$ cat config.mk
export PLATFORM = sky130hd
export DESIGN_NAME = slfp_front
export DESIGN_NICKNAME = d
export VERILOG_FILES = /design/src/rtl/slfp_pkg.sv /design/src/rtl/slfp_front.sv
export SDC_FILE = /design/constraint.sdc
export NUM_CORES = 1
export LEC_CHECK = 0
export BUFFER_PORTS_ARGS = -buffer_cell sky130_fd_sc_hd__buf_4
export CAP_MARGIN = 20
export CORE_MARGIN = 4
export CORE_UTILIZATION = 30
export CTS_CLUSTER_DIAMETER = 100
export CTS_CLUSTER_SIZE = 28
export DETAILED_ROUTE_END_ITERATION = 7
export HOLD_SLACK_MARGIN = 0.08
export SLEW_MARGIN = 20
export SYNTH_ARGS = -nofsm -noshare
export SYNTH_HDL_FRONTEND = slang
export SYNTH_SLANG_ARGS = --single-unit
$ cat constraint.sdc
create_clock -name clk -period 2.5 [get_ports clk]
set_input_delay 0.125 -clock clk [delete_from_list [all_inputs] [get_ports clk]]
set_output_delay 0.125 -clock clk [all_outputs]
set_load 0.05 [all_outputs]
$ cat src/rtl/slfp_pkg.sv
// Shared types and constants for the service-linking field parser.
// Depends on nothing; every other file of the block imports it.
package slfp_pkg;

    // Widths of the key tables.
    localparam int KEY_W   = 16;
    localparam int EPOCH_W = 8;
    localparam logic [EPOCH_W-1:0] EPOCH_FIRST = EPOCH_W'(1);
    localparam logic [EPOCH_W-1:0] EPOCH_MAX   = {EPOCH_W{1'b1}};

    // Default depth of the queue between the front and back ends.
    localparam int SLFP_QUEUE_DEPTH = 4;

    // Input operation codes.
    localparam logic OP_DATA  = 1'b0;
    localparam logic OP_CLEAR = 1'b1;

    // Record kinds.
    localparam logic [2:0] KIND_HDR_PLAIN = 3'd0;
    localparam logic [2:0] KIND_HDR_LIST  = 3'd1;
    localparam logic [2:0] KIND_ID_ENTRY  = 3'd2;
    localparam logic [2:0] KIND_DEADLINK  = 3'd3;
    localparam logic [2:0] KIND_END       = 3'd4;

    // Link change codes.
    localparam logic [1:0] CHG_NONE  = 2'd0;
    localparam logic [1:0] CHG_ACT   = 2'd1;
    localparam logic [1:0] CHG_DEACT = 2'd2;

    // Id list qualifier codes.
    localparam logic [1:0] IDLQ_DAB  = 2'd0;
    localparam logic [1:0] IDLQ_RDS  = 2'd1;
    localparam logic [1:0] IDLQ_AMFM = 2'd2;
    localparam logic [1:0] IDLQ_DRM  = 2'd3;

    // Identifier types.
    localparam logic [2:0] TYPE_DAB_SID  = 3'd0;
    localparam logic [2:0] TYPE_RDS_PI   = 3'd1;
    localparam logic [2:0] TYPE_AMFM     = 3'd2;
    localparam logic [2:0] TYPE_DRM      = 3'd3;
    localparam logic [2:0] TYPE_INVALID  = 3'd4;
    localparam logic [2:0] TYPE_DATA_SID = 3'd5;

    // Bit positions of the record mask, in the order the records leave.
    localparam int REC_HDR   = 0;
    localparam int REC_CNT   = 1;
    localparam int REC_DEAD  = 2;
    localparam int REC_ENTRY = 3;
    localparam int REC_END   = 4;
    localparam int REC_N     = 5;

    // Parser phase of the front end.
    typedef enum logic [1:0] {
        PH_HDR1,
        PH_HDR2,
        PH_COUNT,
        PH_ENTRY
    } slfp_phase_t;

    // Back end sequencer state.
    typedef enum logic [1:0] {
        BK_SWEEP,
        BK_IDLE,
        BK_LOOK,
        BK_EMIT
    } slfp_bk_state_t;

    // Command word passed from the front end to the back end.
    typedef struct packed {
        logic             do_clear;
        logic             do_hdr;
        logic [REC_N-1:0] rec_mask;
        logic [KEY_W-1:0] key;
        logic             la;
        logic             cn;
        logic [1:0]       q;
        logic             shd;
        logic [3:0]       cnt;
        logic [2:0]       id_type;
        logic [31:0]      id_value;
    } slfp_cmd_t;

    // One result record.
    typedef struct packed {
        logic [2:0]       kind;
        logic [KEY_W-1:0] key;
        logic             la;
        logic [1:0]       chg;
        logic             cev;
        logic [1:0]       q;
        logic             shd;
        logic [3:0]       cnt;
        logic [2:0]       id_type;
        logic [31:0]      id_value;
        logic             complete;
        logic             last;
    } slfp_rec_t;

endpackage

$ cat src/rtl/slfp_front.sv
// Front end: byte-level parser of the service-linking field.
// Depends on slfp_pkg; turns accepted words that have work to do into commands for the back end.
module slfp_front
    import slfp_pkg::*;
(
    input  logic      clk,
    input  logic      rst_n,
    input  logic      accept,
    input  logic      operation,
    input  logic [7:0] data_byte,
    input  logic      change_flag_cn,
    input  logic      other_ensemble,
    input  logic      data_service,
    input  logic      group_last,
    output logic      push,
    output slfp_cmd_t push_cmd
);

    slfp_phase_t      phase_reg, phase_next;
    logic [7:0]       b0_reg, b0_next;
    logic [KEY_W-1:0] key_reg, key_next;
    logic             la_reg, la_next;
    logic             ils_reg, ils_next;
    logic             first_reg, first_next;
    logic [1:0]       q_reg, q_next;
    logic             shd_reg, shd_next;
    logic [3:0]       left_reg, left_next;
    logic [3:0]       index_reg, index_next;
    logic [1:0]       pos_reg, pos_next;
    logic [23:0]      shift_reg, shift_next;

    logic [KEY_W-1:0] new_key;
    logic [3:0]       n_ids;
    logic [1:0]       q_in;
    logic             shd_in;
    logic [2:0]       entry_size;
    logic             entry_done;
    logic [2:0]       entry_type;
    logic [31:0]      entry_value;

    always_comb
    begin
        new_key    = {other_ensemble, data_service, b0_reg[5], b0_reg[4], b0_reg[3:0], data_byte};
        n_ids      = data_byte[3:0];
        q_in       = key_reg[14] ? 2'd0 : data_byte[6:5];
        shd_in     = key_reg[14] ? 1'b0 : data_byte[4];
        entry_size = key_reg[14] ? 3'd4 : (ils_reg ? 3'd3 : 3'd2);
        entry_done = ({1'b0, pos_reg} + 3'd1) >= entry_size;

        if (key_reg[14])
        begin
            entry_type = TYPE_DATA_SID;
        end
        else if ((index_reg == 4'd0) && first_reg)
        begin
            entry_type = TYPE_DAB_SID;
        end
        else
        begin
            case (q_reg)
                IDLQ_DAB:  entry_type = TYPE_DAB_SID;
                IDLQ_RDS:  entry_type = TYPE_RDS_PI;
                IDLQ_AMFM: entry_type = TYPE_AMFM;
                default:   entry_type = ils_reg ? TYPE_DRM : TYPE_INVALID;
            endcase
        end

        case (entry_size)
            3'd2:    entry_value = {16'd0, shift_reg[7:0], data_byte};
            3'd3:    entry_value = {8'd0, shift_reg[15:0], data_byte};
            default: entry_value = {shift_reg, data_byte};
        endcase
    end

    always_comb
    begin
        phase_next = phase_reg;
        b0_next    = b0_reg;
        key_next   = key_reg;
        la_next    = la_reg;
        ils_next   = ils_reg;
        first_next = first_reg;
        q_next     = q_reg;
        shd_next   = shd_reg;
        left_next  = left_reg;
        index_next = index_reg;
        pos_next   = pos_reg;
        shift_next = shift_reg;
        push       = 1'b0;
        push_cmd   = '0;

        if (accept && (operation == OP_CLEAR))
        begin
            push_cmd.do_clear = 1'b1;
            push              = 1'b1;
        end
        else if (accept)
        begin
            case (phase_reg)
                PH_HDR1:
                begin
                    b0_next    = data_byte;
                    phase_next = PH_HDR2;
                end
                PH_HDR2:
                begin
                    push_cmd.do_hdr = 1'b1;
                    push_cmd.key    = new_key;
                    push_cmd.la     = b0_reg[6];
                    push_cmd.cn     = change_flag_cn;
                    key_next        = new_key;
                    la_next         = b0_reg[6];
                    ils_next        = b0_reg[4];
                    first_next      = !other_ensemble && !change_flag_cn;
                    if (b0_reg[7])
                    begin
                        phase_next = PH_COUNT;
                    end
                    else
                    begin
                        push_cmd.rec_mask[REC_HDR] = 1'b1;
                        phase_next                 = PH_HDR1;
                    end
                end
                PH_COUNT:
                begin
                    push_cmd.rec_mask[REC_CNT] = 1'b1;
                    push_cmd.key = key_reg;
                    push_cmd.la  = la_reg;
                    push_cmd.q   = q_in;
                    push_cmd.shd = shd_in;
                    push_cmd.cnt = n_ids;
                    q_next       = q_in;
                    shd_next     = shd_in;
                    left_next    = n_ids;
                    index_next   = 4'd0;
                    pos_next     = 2'd0;
                    shift_next   = 24'd0;
                    if (n_ids == 4'd0)
                    begin
                        // An empty list with the RDS qualifier marks a dead link, outside data services.
                        if (!key_reg[14] && (q_in == IDLQ_RDS))
                        begin
                            push_cmd.rec_mask[REC_DEAD] = 1'b1;
                        end
                        phase_next = PH_HDR1;
                    end
                    else
                    begin
                        phase_next = PH_ENTRY;
                    end
                end
                PH_ENTRY:
                begin
                    if (entry_done)
                    begin
                        push_cmd.rec_mask[REC_ENTRY] = 1'b1;
                        push_cmd.key      = key_reg;
                        push_cmd.la       = la_reg;
                        push_cmd.q        = q_reg;
                        push_cmd.shd      = shd_reg;
                        push_cmd.cnt      = index_reg + left_reg;
                        push_cmd.id_type  = entry_type;
                        push_cmd.id_value = entry_value;
                        shift_next        = 24'd0;
                        pos_next          = 2'd0;
                        index_next        = index_reg + 4'd1;
                        left_next         = left_reg - 4'd1;
                        if (left_reg == 4'd1)
                        begin
                            phase_next = PH_HDR1;
                        end
                    end
                    else
                    begin
                        shift_next = {shift_reg[15:0], data_byte};
                        pos_next   = pos_reg + 2'd1;
                    end
                end
                default:
                begin
                    phase_next = PH_HDR1;
                end
            endcase

            if (group_last)
            begin
                push_cmd.rec_mask[REC_END] = 1'b1;
                phase_next = PH_HDR1;
                left_next  = 4'd0;
                index_next = 4'd0;
                pos_next   = 2'd0;
                shift_next = 24'd0;
            end

            push = push_cmd.do_hdr || (push_cmd.rec_mask != '0);
        end
    end

    always_ff @(posedge clk or negedge rst_n)
    begin
        if (!rst_n)
        begin
            phase_reg <= PH_HDR1;
            b0_reg    <= 8'd0;
            key_reg   <= '0;
            la_reg    <= 1'b0;
            ils_reg   <= 1'b0;
            first_reg <= 1'b0;
            q_reg     <= 2'd0;
            shd_reg   <= 1'b0;
            left_reg  <= 4'd0;
            index_reg <= 4'd0;
            pos_reg   <= 2'd0;
            shift_reg <= 24'd0;
        end
        else
        begin
            phase_reg <= phase_next;
            b0_reg    <= b0_next;
            key_reg   <= key_next;
            la_reg    <= la_next;
            ils_reg   <= ils_next;
            first_reg <= first_next;
            q_reg     <= q_next;
            shd_reg   <= shd_next;
            left_reg  <= left_next;
            index_reg <= index_next;
            pos_reg   <= pos_next;
            shift_reg <= shift_next;
        end
    end

endmodule

==> metrics <==
Detailed Place HPWL=7140 um; fin crit period=2.48 ns; DRC violations left=0; Critical Path RT=2.38 ns; synth-to-layout area growth=44.3%; Critical Path End Type=primary output; Hold Path Class=input port to flip-flop; Routed WL per cell=17.8 um; total number of vias=3123; core box area=11500 um^2; PortBufs=83; gpl congestion=0.830; cell area after layout=5120 um^2; iteration-0 DRC count of the detailed router=164; CTS H-tree lvls=3; EDFF count, synth=0; DR pass1 iterations=4; Avg Cell Area, Syn=9.96 um^2; Leakage Power=0.00241 uW; status=finished, final reports clean; clock sink count=65; GRT Overall Usage=0.165; ANT cells=0; Final Max Tran Viols=0; Power Density=973 nW/um^2; TritonCTS Buffers=9; CP peak stage delay=0.43 ns; largest net degree at the start of global routing=66; Die H=117 um; Yosys reg bits=65; Synth Net Count=384; maximum vdd drop=0.000467 V; cell mode on critical path=ha_4; Least-Margin Pin Slew=0.876 ns; Final setup viols=0; CP arrival=2.35 ns; Crit path buffers/inverters=2; CP Cell Sequence=ha_4 > ha_4 > a21o_4 > a31o_4 > nand3_4 > clkinvlp_4 > and3_4 > buf_6; Seq/Total Area, Yosys=0.459; initial antenna violation count=0; vias in the first global route=3207; proportion of layout cells with a drive suffix above 1=0.391; placed instance count=572; Reg area=1630 um^2; Max clock buf depth=2; root buffer cell=clkbuf_16; Final #Nets=488; IO Count=84; count of cell types in the netlist=49; Worst-Skew Late Latency=0.33 ns; Slowest cell on crit path=dfrtp_2; ys flop type=dfrtp_1; filler cell count=1119; Tcrit/Tclk final=0.991; Cells after Synth=356; synth warn=0; Post-synth ARST share=1.00; max-cap violations=0; instance area at placement=4360 um^2; Worst-path clk slew=0.06 ns; area occupied by multi-input gates=1950 um^2; Final Hold Viols=0; CP max FO=7; global-route wire length before repair=17300 um; clock skew=0.00808 ns; mapped cell area=3550 um^2; Finished Layout Cells=608; delay-heaviest family, CP=compound AO/OA/AOI/OAI gates; initial core utilization=0.308; Worst slew margin=0.416; CTS tree=yes; Die Area=13600 um^2; commonest non-fill, non-tap cell in the layout=buf_4; RSZ-0062 raised after global routing=yes; Final ANT Viol Nets=0; WL final=10800 um; WS Path Type=flip-flop to primary output; commonest non-fill, non-tap cells in the layout=76 x buf_4, 62 x dfrtp_1, 61 x nand2_1; Row Count=39; Max Clk Rate=404 MHz; Die X-Extent=117 um; drt via density=5.14; Worst Setup Start Kind=flip-flop; gr ovfl total=0; max FFs per register=24; hold slack=0.0923 ns
[stage by stage]
stage          TNS [ns]  power [uW]  utilization  setup WS [ns]
6_report              0        4980        0.444         0.0227
5_1_grt          -0.671        5320        0.444        -0.0797
4_1_cts         -0.0265        4910        0.432        -0.0265
3_5_place_dp      -1.71        3470        0.378         -0.113
3_3_place_gp   -0.00397        3430        0.378       -0.00254
2_1_floorplan   -0.0630        2930            -        -0.0630
[layer usage]
metal	track usage	wire (um)	part of all wire
met4	0.0489	206	0.019
met1	0.213	4730	0.44
met3	0.0534	623	0.058
met2	0.265	5250	0.49
met5	0	0	0
[repair_timing]
action | CTS | global route
hold buffers | 6 | 0
gates cloned | 2 | 0
gates resized for setup | 45 | 30
endpoints found under the hold margin | 71 | 0
pin swaps | 13 | 8
setup buffers | 9 | 3
endpoints found under the setup margin | 57 | 58
[layout make-up]
class                   instances  share of cell area
multi-input cells             258               0.382
flip-flops and latches         65               0.319
repair buffers                114               0.197
repair inverters                2             0.00293
inverters                      10             0.00807
clock inverters                 5              0.0110
clock buffers                  11              0.0455
well taps                     143              0.0350
[cells in the mapped netlist, types with 6 or more instances]
cell | n | area share
dfrtp_1 | 65 | 0.46
nand2_1 | 61 | 0.065
a22o_1 | 43 | 0.11
and2_1 | 28 | 0.049
nor2_1 | 14 | 0.015
ha_1 | 11 | 0.039
inv_1 | 10 | 0.011
buf_2 | 9 | 0.013
clkbuf_1 | 9 | 0.0095
mux2_2 | 9 | 0.029
and3_1 | 8 | 0.014
a21oi_1 | 7 | 0.0099
nor2b_1 | 7 | 0.012
o31ai_1 | 7 | 0.015
nand3_1 | 6 | 0.0085
[worst register-to-register path, stage by stage, from the launching register on]
cell,delay (ns)
dfrtp_2,0.43
ha_4,0.26
ha_4,0.15
a21o_4,0.23
buf_4,0.14
a311oi_4,0.42
or2_2,0.27
mux2i_1,0.19
[cells by family after synthesis]
family	share of synthesized area
compound gates	0.195
buf+inv	0.0459
simple gates	0.211
xor+xnor	0.00741
fa+ha+maj	0.0445
flops	0.459
mux	0.0371
[final timing paths]
path / cells past startpoint / slack [ns] / start / to
min in group asynchronous: 2 / 0.46 / rst_n / left_reg[2]
worst min register to register: 2 / 0.48 / key_reg[7] / key_reg[7]
max in group asynchronous: 2 / 1.41 / rst_n / pos_reg[0]
worst max register to register: 7 / 0.34 / pos_reg[0] / left_reg[1]
worst max-delay path: 8 / 0.02 / pos_reg[0] / push_cmd[29]
worst min-delay path: 3 / 0.09 / data_byte[5] / key_reg[5]
[power by group]
part           switching [uW]  internal, uW
logic                    1210           857
clock network             459           770
registers                 313          1370
Power figures use the tool's default switching activity.
