--- config.mk ---
export PLATFORM = sky130hd
export DESIGN_NAME = slfp_queue
export DESIGN_NICKNAME = d
export VERILOG_FILES = /design/src/rtl/slfp_pkg.sv /design/src/rtl/slfp_queue.sv
export SDC_FILE = /design/constraint.sdc
export NUM_CORES = 1
export LEC_CHECK = 0
export BUFFER_PORTS_ARGS = -buffer_cell sky130_fd_sc_hd__buf_2
export CAP_MARGIN = 20
export CELL_PAD_IN_SITES_DETAIL_PLACEMENT = 1
export CELL_PAD_IN_SITES_GLOBAL_PLACEMENT = 1
export CORE_ASPECT_RATIO = 0.7
export CORE_MARGIN = 5
export CORE_UTILIZATION = 40
export CTS_CLUSTER_SIZE = 25
export DETAILED_ROUTE_END_ITERATION = 16
export PLACE_DENSITY = 0.66
export SLEW_MARGIN = 20
export SYNTH_ARGS = -nofsm -noshare
export SYNTH_HDL_FRONTEND = slang
export SYNTH_SLANG_ARGS = --single-unit
--- constraint.sdc ---
create_clock -name clk -period 3.5 [get_ports clk]
set_input_delay 0.7 -clock clk [delete_from_list [all_inputs] [get_ports clk]]
set_output_delay 0.7 -clock clk [all_outputs]
set_load 0.02 [all_outputs]
--- src/rtl/slfp_pkg.sv ---
// Shared types and constants for the service-linking field parser.
// Depends on nothing; every other file of the block imports it.
package slfp_pkg;

    // Widths of the key tables.
    localparam int KEY_W   = 16;
    localparam int EPOCH_W = 8;
    localparam logic [EPOCH_W-1:0] EPOCH_FIRST = EPOCH_W'(1);
    localparam logic [EPOCH_W-1:0] EPOCH_MAX   = {EPOCH_W{1'b1}};

    // Default depth of the queue between the front and back ends.
    localparam int SLFP_QUEUE_DEPTH = 4;

    // Input operation codes.
    localparam logic OP_DATA  = 1'b0;
    localparam logic OP_CLEAR = 1'b1;

    // Record kinds.
    localparam logic [2:0] KIND_HDR_PLAIN = 3'd0;
    localparam logic [2:0] KIND_HDR_LIST  = 3'd1;
    localparam logic [2:0] KIND_ID_ENTRY  = 3'd2;
    localparam logic [2:0] KIND_DEADLINK  = 3'd3;
    localparam logic [2:0] KIND_END       = 3'd4;

    // Link change codes.
    localparam logic [1:0] CHG_NONE  = 2'd0;
    localparam logic [1:0] CHG_ACT   = 2'd1;
    localparam logic [1:0] CHG_DEACT = 2'd2;

    // Id list qualifier codes.
    localparam logic [1:0] IDLQ_DAB  = 2'd0;
    localparam logic [1:0] IDLQ_RDS  = 2'd1;
    localparam logic [1:0] IDLQ_AMFM = 2'd2;
    localparam logic [1:0] IDLQ_DRM  = 2'd3;

    // Identifier types.
    localparam logic [2:0] TYPE_DAB_SID  = 3'd0;
    localparam logic [2:0] TYPE_RDS_PI   = 3'd1;
    localparam logic [2:0] TYPE_AMFM     = 3'd2;
    localparam logic [2:0] TYPE_DRM      = 3'd3;
    localparam logic [2:0] TYPE_INVALID  = 3'd4;
    localparam logic [2:0] TYPE_DATA_SID = 3'd5;

    // Bit positions of the record mask, in the order the records leave.
    localparam int REC_HDR   = 0;
    localparam int REC_CNT   = 1;
    localparam int REC_DEAD  = 2;
    localparam int REC_ENTRY = 3;
    localparam int REC_END   = 4;
    localparam int REC_N     = 5;

    // Parser phase of the front end.
    typedef enum logic [1:0] {
        PH_HDR1,
        PH_HDR2,
        PH_COUNT,
        PH_ENTRY
    } slfp_phase_t;

    // Back end sequencer state.
    typedef enum logic [1:0] {
        BK_SWEEP,
        BK_IDLE,
        BK_LOOK,
        BK_EMIT
    } slfp_bk_state_t;

    // Command word passed from the front end to the back end.
    typedef struct packed {
        logic             do_clear;
        logic             do_hdr;
        logic [REC_N-1:0] rec_mask;
        logic [KEY_W-1:0] key;
        logic             la;
        logic             cn;
        logic [1:0]       q;
        logic             shd;
        logic [3:0]       cnt;
        logic [2:0]       id_type;
        logic [31:0]      id_value;
    } slfp_cmd_t;

    // One result record.
    typedef struct packed {
        logic [2:0]       kind;
        logic [KEY_W-1:0] key;
        logic             la;
        logic [1:0]       chg;
        logic             cev;
        logic [1:0]       q;
        logic             shd;
        logic [3:0]       cnt;
        logic [2:0]       id_type;
        logic [31:0]      id_value;
        logic             complete;
        logic             last;
    } slfp_rec_t;

endpackage

--- src/rtl/slfp_queue.sv ---
// Command queue between the front and back ends of the parser.
// Depends on slfp_pkg for the command word type.
module slfp_queue
    import slfp_pkg::*;
#(
    parameter int DEPTH = SLFP_QUEUE_DEPTH
)
(
    input  logic      clk,
    input  logic      rst_n,
    input  logic      push,
    input  slfp_cmd_t push_cmd,
    output logic      full,
    input  logic      pop,
    output logic      head_valid,
    output slfp_cmd_t head_cmd
);

    localparam int IDX_W = (DEPTH > 1) ? $clog2(DEPTH) : 1;
    localparam int CNT_W = $clog2(DEPTH + 1);
    localparam logic [IDX_W-1:0] LAST_IDX = IDX_W'(DEPTH - 1);
    localparam logic [CNT_W-1:0] FULL_CNT = CNT_W'(DEPTH);

    slfp_cmd_t        store [DEPTH];
    logic [IDX_W-1:0] wr_ptr_reg, wr_ptr_next;
    logic [IDX_W-1:0] rd_ptr_reg, rd_ptr_next;
    logic [CNT_W-1:0] count_reg, count_next;

    assign full       = (count_reg == FULL_CNT);
    assign head_valid = (count_reg != '0);
    assign head_cmd   = store[rd_ptr_reg];

    always_comb
    begin
        wr_ptr_next = wr_ptr_reg;
        rd_ptr_next = rd_ptr_reg;
        if (push)
        begin
            wr_ptr_next = (wr_ptr_reg == LAST_IDX) ? '0 : wr_ptr_reg + IDX_W'(1);
        end
        if (pop)
        begin
            rd_ptr_next = (rd_ptr_reg == LAST_IDX) ? '0 : rd_ptr_reg + IDX_W'(1);
        end
        case ({push, pop})
            2'b10:   count_next = count_reg + CNT_W'(1);
            2'b01:   count_next = count_reg - CNT_W'(1);
            default: count_next = count_reg;
        endcase
    end

    always_ff @(posedge clk)
    begin
        if (push)
        begin
            store[wr_ptr_reg] <= push_cmd;
        end
    end

    always_ff @(posedge clk or negedge rst_n)
    begin
        if (!rst_n)
        begin
            wr_ptr_reg <= '0;
            rd_ptr_reg <= '0;
            count_reg  <= '0;
        end
        else
        begin
            wr_ptr_reg <= wr_ptr_next;
            rd_ptr_reg <= rd_ptr_next;
            count_reg  <= count_next;
        end
    end

endmodule

==> results of run 1 <==
layer usage:
layer	GRT usage [%]	vias up	part of all wire [%]
met5	0	-	0.14
met4	2.72	6	1.6
met3	3.66	32	6.7
met2	23.2	129	48
met1	20.2	2400	44
li1	-	2001	-
final timing paths:
| check | cells past startpoint | slack, ns | startpoint | endpoint |
|---|---|---|---|---|
| worst min register to register | 1 | 0.50 | count_reg[2]$_DFFE_PN0P_ | count_reg[2]$_DFFE_PN0P_ |
| worst max-delay path | 3 | 0.41 | rd_ptr_reg[0]$_DFFE_PN0P_ | head_cmd[66] |
| worst max register to register | 4 | 1.54 | wr_ptr_reg[0]$_DFFE_PN0P_ | store[0][24]$_DFFE_PP_ |
| min in group asynchronous | 2 | 0.57 | rst_n | count_reg[2]$_DFFE_PN0P_ |
| max in group asynchronous | 2 | 2.75 | rst_n | rd_ptr_reg[0]$_DFFE_PN0P_ |
| worst min-delay path | 1 | 0.38 | push_cmd[44] | store[3][44]$_DFFE_PP_ |
logic make-up after synthesis:
logic type               count (synthesis)  share of synthesized area (%)
buffers and inverters                   22                           1.46
multiplexers                            69                           15.2
flip-flops                             275                           81.4
XOR/XNOR                                 3                          0.260
adder cells (fa/ha/maj)                  7                          0.942
AND/OR/NAND/NOR                         11                          0.582
AO/OA/AOI/OAI                            3                          0.149
per-stage QoR:
step	hold WS [ns]	worst slack, ns	total power [mW]	std cells	instance area [sq um]
2_1_floorplan	0.404	0.795	6.69	390	10100
3_3_place_gp	0.462	0.906	7.64	850	11200
3_5_place_dp	0.493	0.908	7.74	850	11200
4_1_cts	0.358	0.324	10.8	903	12200
5_1_grt	0.358	0.236	11.1	903	12200
6_report	0.383	0.412	10.6	904	12200
cell usage in the layout, fill, tap and decap left out, types with 2 or more instances in the layout:
cell type,n
buf_2,139
edfxtp_1,268
nor2_1,2
clkinv_4,3
nand2_1,2
clkinvlp_4,2
buf_4,9
xor2_1,2
dfrtp_1,5
mux2_2,2
clkinv_1,8
and2_4,4
dfrtp_4,2
or3_1,2
clkinv_2,5
bufinv_16,4
o21ai_0,3
mux4_2,67
ha_1,6
inv_1,6
clkbuf_16,29
buf_12,3
area by class of cell:
| class | instances | area, sq um |
|---|---|---|
| diodes | 1 | 2.50 |
| multi-input cells | 93 | 1740 |
| inverters | 6 | 22.5 |
| clock buffers | 30 | 729 |
| repair buffers | 152 | 833 |
| flip-flops and latches | 275 | 8230 |
| clock inverters | 22 | 216 |
| fillers | 2235 | 12600 |
| well taps | 325 | 407 |
where the power goes:
group	total, mW	internal, mW	switching [mW]
registers	4.44	4.23	0.214
clock network	3.00	1.80	1.20
logic	3.14	1.30	1.84
total	10.6	7.33	3.25
==> metrics.yaml, run 1 <==
outcome:
  outcome: "finished, final reports clean"
sta:
  timing.slew.headroom_pct: 57.0
  fmax_mhz: 324
  layout_worst_path_cycle_share_pct: 88.2
  worst_clock_skew_ns: 0.00821
  rsz0062_at_grt: "no"
  slew_violations: 0
  setup_viol: 0
  worst_pin_slew_ns: 0.645
  setup-tns-final_ns: 0
  hold_viol_final: 0
  min_period_ns: 3.09
floorplanning:
  die_w_microns: 200
  die_h_microns: 143
  rows: 48
  core-area_sq_mm: 0.0247
  start_util_pct: 40.8
  dieArea_sq_mm: 0.0286
  io_pins: 140
setup_path:
  cp_slowest_stage_delay_ns: 0.76
  crit_path_start_kind: "flip-flop"
  path_delay_family: "flip-flops"
  endpoint_kind: "primary output"
  crit_chain: "buf_4 > mux4_2 > buf_2"
  arrival_ns: 2.39
  cp_slowest_cell: "dfrtp_4"
  cp_num_buf_inv: 2
  cp.required_ns: 2.80
  worstPathMaxFanout: 25
  critical_path_class: "reg2out"
clocking:
  cts_tree: "done"
  cts-resized-gates: 0
  htree_levels: 1
  holdBufCountCts: 1
  cts_buffer_depth: 3
  clock_sinks: 275
  cts.clk_slew.worst_paths_ns: 0.06
  clk_latency_ns: 0.53
  cts_made_buffers: 28
  cts_setup_buffers: 0
  cts_root_buffer: "clkbuf_16"
synthesis:
  yosys-top-cells-count: "edfxtp_1, mux4_2, dfrtp_1, ha_1, inv_1"
  synth_seq_cells: 275
  yosysTopAreaCellShare_pct: 79.7
  ys_types: 20
  synth_top_area_cell: "edfxtp_1"
  synthesis.nets: 468
  synth_area_per_cell_sq_um: 25.9
  synth-main-ff-cell: "edfxtp_1"
  ys_async_sr_fraction_pct: 2.55
  yosysMostFrequentCell: "edfxtp_1"
  yosysWarnings: 0
  yosysSeqAreaShare_pct: 81.4
  synth-edff-count: 268
  ys_top_cells_by_area: "edfxtp_1, mux4_2, dfrtp_1"
  netlist_area_sq_mm: 0.0101
  postSynthCellCount: 390
placement:
  detailed_place_hpwl_microns: 12700
  gp_congestion: 0.736
  portBuffers: 139
route:
  drt-pass1-iter-count: 4
  wl_microns: 20300
  drc: 0
  via_per_inst: 5.05
  wire_per_inst_microns: 22.4
  final_antenna_net_count: 0
  initialDrtViolationCount: 254
  vias: 4568
flow_run:
  cap_violations: 0
final_layout:
  nNetsFinal: 634
  drive_gt1_share_pct: 46.5
  area_growth_pct: 20.6
  largest_reg_flops: 268
  final_util_pct: 49.2
global_routing:
  overflow: 0
  first_global_vias: 5230
  grt_max_degree: 70
  grt_pass1_wl_microns: 31100
  track_usage_pct: 14.3
  antenna_found_initial: 3
power:
  p_per_area_mw_per_mm2: 868
  power_leakage_nw: 4.18
  ir_drop_uv: 547
min_path:
  hold_class: "in2reg"
(Power assumes the default switching activity.)
==> inputs of run 2 (changes only) <==
- clock period: 3.5 -> 3.3 ns (I/O delays scaled with it)
==> metrics.yaml, run 2 (synthesis gave the netlist of run 1 again) <==
route:
  vias: 4554  # -0.31%
  final_antenna_net_count: 0  # unchanged
  wire_per_inst_microns: 22.3  # -0.39%
  initialDrtViolationCount: 195  # -23%
  via_per_inst: 5.07  # +0.36%
  wl_microns: 20000  # -1.1%
  drt-pass1-iter-count: 4  # unchanged
  drc: 0  # unchanged
flow_run:
  cap_violations: 0  # unchanged
sta:
  worst_clock_skew_ns: 0.00776  # -0.000447 ns
  timing.slew.headroom_pct: 56.3  # -0.73 points
  rsz0062_at_grt: "no"
  worst_pin_slew_ns: 0.656  # +0.0109 ns
  hold_viol_final: 0  # unchanged
  slew_violations: 0  # unchanged
  setup-tns-final_ns: 0  # unchanged
  layout_worst_path_cycle_share_pct: 89.7
  setup_slack_ns: 0.339  # -0.0730 ns
  min_period_ns: 2.96
  fmax_mhz: 338
  setup_viol: 0  # unchanged
global_routing:
  antenna_found_initial: 5  # +2
  grt_pass1_wl_microns: 31100  # unchanged
  first_global_vias: 5153  # -1.5%
  track_usage_pct: 14.3  # -0.053 points
  grt_max_degree: 42  # -40%
  overflow: 0  # unchanged
final_layout:
  final_common_cell: "edfxtp_1"
  num-fill-cells: 2239  # +0.18%
  antennaDiodeCount: 0  # -1
  nNetsFinal: 634  # unchanged
  drive_gt1_share_pct: 45.9  # -0.64 points
  area_growth_pct: 19.7
  largest_reg_flops: 268  # unchanged
  final_cell_mix: "edfxtp_1, buf_2, mux4_2"
floorplanning:
  core-area_sq_mm: 0.0247  # unchanged
  dieArea_sq_mm: 0.0286  # unchanged
  rows: 48  # unchanged
  die_w_microns: 200  # unchanged
  start_util_pct: 40.8  # unchanged
  io_pins: 140  # unchanged
  die_h_microns: 143  # unchanged
setup_path:
  endpoint_kind: "primary output"
  critical_path_class: "reg2out"
  arrival_ns: 2.30  # -0.09 ns
  setup.worst_path.start: "rd_ptr_reg[1]$_DFFE_PN0P_"
  cp.required_ns: 2.64  # -0.16 ns
  r2r_start: "wr_ptr_reg[0]$_DFFE_PN0P_"
  worstPathMaxFanout: 35  # +40%
  crit_path_start_kind: "flip-flop"
clocking:
  cts_root_buffer: "clkbuf_16"
  clock_sinks: 275  # unchanged
  htree_levels: 1  # unchanged
  cts_tree: "done"
  cts-resized-gates: 0  # unchanged
  cts_made_buffers: 26  # -7.1%
  cts_setup_buffers: 0  # unchanged
  cts_buffer_depth: 3  # unchanged
  cts.clk_slew.worst_paths_ns: 0.06  # about the same
  clk_latency_ns: 0.51  # -0.02 ns
placement:
  detailed_place_hpwl_microns: 12900  # +1.8%
  portBuffers: 139  # unchanged
  gp_congestion: 0.703  # -4.4%
  dp_slack_ns: 0.841  # -0.0663 ns
power:
  power_leakage_nw: 4.14  # -0.96%
  power.total_mw: 10.9  # +3.3%
  ir_drop_uv: 437  # -20%
  p_per_area_mw_per_mm2: 904  # +4.1%
min_path:
  holdCritStartpoint: "push_cmd[65]"
  hold_class: "in2reg"
outcome:
  outcome: "finished, final reports clean"
==> run 2: cell count changes in the layout (fill, tap and decap cells not counted) <==
cell	before	now
buf_12	3	4
buf_4	9	10
bufinv_16	4	3
clkbuf_1	1	2
clkbuf_16	29	27
clkinv_2	5	4
clkinv_4	3	0
clkinvlp_4	2	1
diode_2	1	0
==> run 2: path summary, 6_finish.rpt <==
check	endpoint	slack, ns	cells past startpoint
max in group asynchronous	rd_ptr_reg[1]$_DFFE_PN0P_	2.59	2
hold reg to reg	count_reg[2]$_DFFE_PN0P_	0.50	1
setup reg to reg	store[0][61]$_DFFE_PP_	1.39	4
min in group asynchronous	rd_ptr_reg[0]$_DFFE_PN0P_	0.53	2
hold / removal	store[0][65]$_DFFE_PP_	0.36	1
setup / recovery	head_cmd[66]	0.34	3
==> run 2: worst max-delay path, stage by stage (launching register included) <==
cell,delay (ns)
dfrtp_4,0.82
buf_4,0.40
mux4_2,0.37
buf_2,0.18
==> run 2: area by class of cell <==
cell class | count | area [sq um] | share of cell area [%]
clock buffer | 29 | 683 | 5.65
clock inverter | 16 | 148 | 1.22
inverter | 6 | 22.5 | 0.186
multi-input combinational | 93 | 1740 | 14.4
sequential | 275 | 8230 | 68.1
tap | 325 | 407 | 3.36
timing repair buffer | 154 | 861 | 7.12
==> run 2: layer usage <==
| metal | wire length, microns | GRT usage, % | vias up |
|---|---|---|---|
| met5 | 80 | 0 | - |
| met4 | 303 | 2.68 | 10 |
| met3 | 1460 | 4.58 | 37 |
| met2 | 9390 | 23.0 | 125 |
| met1 | 8820 | 19.6 | 2388 |
| li1 | - | - | 1994 |
==> run 2: report_power, final <==
part / internal [mW] / switching (mW)
sequential: 4.48 / 0.308
clock: 1.71 / 1.18
combinational: 1.39 / 1.86
total: 7.57 / 3.35
==> run 2: through the flow <==
step	util (%)	instance area (sq um)	hold WS, ns	cells
final	48.9	12100	0.359	898
after global routing	48.9	12100	0.325	898
after CTS	48.9	12100	0.330	898
after detailed placement	45.5	11200	0.488	852
after global placement	45.5	11200	0.463	852
after floorplan	-	10100	0.364	390
==> run 2: timing repair <==
action,4_1_cts,5_1_grt
hold buffers,1,0
endpoints found under the setup margin,0,0
hold endpoints to repair,7,0
==> inputs of run 3 (changes only) <==
- CELL_PAD_IN_SITES_DETAIL_PLACEMENT: 1 -> not set
- CELL_PAD_IN_SITES_GLOBAL_PLACEMENT: 1 -> not set
- PLACE_DENSITY: 0.66 -> 0.6
==> metrics.yaml, run 3 (synthesis gave the netlist of run 1 again) <==
outcome:
  outcome: "finished, final reports clean"
clocking:
  cts_made_buffers: 27  # +3.8%
  cts_buffer_depth: 3  # unchanged
  htree_levels: 1  # unchanged
  clk_latency_ns: 0.53  # +0.02 ns
  cts_tree: "done"
  cts.clk_slew.worst_paths_ns: 0.06  # about the same
  clock_sinks: 275  # unchanged
  cts_root_buffer: "clkbuf_16"
final_layout:
  stdcell_area_sq_mm: 0.0122  # +0.64%
  nNetsFinal: 631  # -0.47%
  instances_no_fill: 899  # +0.11%
  largest_reg_flops: 268  # unchanged
  area_growth_pct: 20.5
  drive_gt1_share_pct: 45.9  # unchanged
  final_util_pct: 49.2  # +0.31 points
  final_common_cell: "edfxtp_1"
  num-fill-cells: 1993  # -11%
  final_cell_mix: "edfxtp_1, buf_2, mux4_2"
sta:
  worst_pin_slew_ns: 0.643  # -0.0125 ns
  fmax_mhz: 349  # +3.4%
  setup_viol: 0  # unchanged
  timing.slew.headroom_pct: 57.1  # +0.83 points
  hold_viol_final: 0  # unchanged
  min_period_ns: 2.86  # -0.0976 ns
  layout_worst_path_cycle_share_pct: 86.8  # -3.0 points
  worst_clock_skew_ns: 0.0184  # +0.0106 ns
  rsz0062_at_grt: "no"
  setup-tns-final_ns: 0  # unchanged
  slew_violations: 0  # unchanged
floorplanning:
  dieArea_sq_mm: 0.0286  # unchanged
  rows: 48  # unchanged
  io_pins: 140  # unchanged
  die_h_microns: 143  # unchanged
  die_w_microns: 200  # unchanged
  start_util_pct: 40.8  # unchanged
  core-area_sq_mm: 0.0247  # unchanged
route:
  wire_per_inst_microns: 21.2  # -4.8%
  wl_microns: 19100  # -4.7%
  via_per_inst: 5.06  # -0.31%
  vias: 4545  # -0.20%
  drc: 0  # unchanged
  initialDrtViolationCount: 199  # +2.1%
  drt-pass1-iter-count: 4  # unchanged
  final_antenna_net_count: 0  # unchanged
placement:
  gp_congestion: 0.720  # +2.4%
  portBuffers: 139  # unchanged
  dp.cells: 848  # -0.47%
  post_dp_cell_area_sq_mm: 0.0112  # -0.16%
  detailed_place_hpwl_microns: 11600  # -10%
setup_path:
  crit_path_start_kind: "flip-flop"
  critical_path_class: "reg2out"
  arrival_ns: 2.20  # -0.10 ns
  endpoint_kind: "primary output"
  worstPathMaxFanout: 37  # +5.7%
  cp.required_ns: 2.64  # about the same
flow_run:
  cap_violations: 0  # unchanged
power:
  power_leakage_nw: 4.17  # +0.56%
  ir_drop_uv: 560  # +28%
  p_per_area_mw_per_mm2: 915  # +1.2%
global_routing:
  antenna_found_initial: 3  # -2
  grt_max_degree: 55  # +31%
  first_global_vias: 5086  # -1.3%
  track_usage_pct: 13.5  # -0.77 points
  overflow: 0  # unchanged
  grt_pass1_wl_microns: 29600  # -4.8%
min_path:
  hold_class: "in2reg"
## run 3: cell count changes in the layout (fill, tap and decap cells not counted)
cell / change
clkbuf_8: +5
buf_4: -5
diode_2: +1
clkinv_2: -3
buf_12: +1
clkinv_1: -4
bufinv_16: +1
clkbuf_1: +4
inv_6: +1
## run 3: stage by stage
stage / hold WS [ns] / worst slack (ns) / total power [mW]
2_1_floorplan: 0.364 / 0.635 / 7.09
3_3_place_gp: 0.466 / 0.985 / 8.11
3_5_place_dp: 0.484 / 0.959 / 8.18
4_1_cts: 0.311 / 0.395 / 11.3
5_1_grt: 0.319 / 0.317 / 11.7
6_report: 0.344 / 0.437 / 11.1
## run 3: final timing paths
path | start | endpoint | slack, ns | cells past startpoint
setup / recovery | rd_ptr_reg[1]$_DFFE_PN0P_ | head_cmd[25] | 0.44 | 3
hold / removal | push_cmd[61] | store[2][61]$_DFFE_PP_ | 0.34 | 1
setup reg to reg | wr_ptr_reg[0]$_DFFE_PN0P_ | store[0][22]$_DFFE_PP_ | 1.41 | 4
hold reg to reg | count_reg[2]$_DFFE_PN0P_ | count_reg[2]$_DFFE_PN0P_ | 0.49 | 1
max in group asynchronous | rst_n | rd_ptr_reg[0]$_DFFE_PN0P_ | 2.58 | 2
min in group asynchronous | rst_n | wr_ptr_reg[1]$_DFFE_PN0P_ | 0.51 | 2
## run 3: per-layer routing
metal / share of wire, % / up-vias / global-route usage, %
met3: 7.2 / 31 / 3.77
li1: - / 1989 / -
met5: 0.23 / - / 0
met4: 1.7 / 6 / 2.82
met2: 49 / 133 / 22.5
met1: 42 / 2386 / 18.2
## run 3: area by class of cell
class	count	area, sq um	area share, %
clock inverters	11	156	1.29
well taps	325	407	3.34
clock buffers	38	767	6.30
flip-flops and latches	275	8230	67.7
repair buffers	150	843	6.93
diodes	1	2.50	0.0206
inverters	6	22.5	0.185
multi-input cells	93	1740	14.3
## run 3: power by group
group          internal, mW  switching [mW]  total (mW)
sequential             4.48           0.241        4.72
clock                  1.92            1.21        3.13
combinational          1.38            1.90        3.28
total                  7.78            3.35        11.1
## run 3: what timing repair did
item / 4_1_cts / 5_1_grt
buffers inserted: 0 / 0
hold buffers: 1 / 0
resized for setup: 0 / 0
endpoints found under the hold margin: 7 / 0
## run 3: worst max-delay path: stages, from the launching register on
cell	delay, ns
dfrtp_4	0.82
buf_4	0.33
mux4_2	0.33
buf_2	0.18
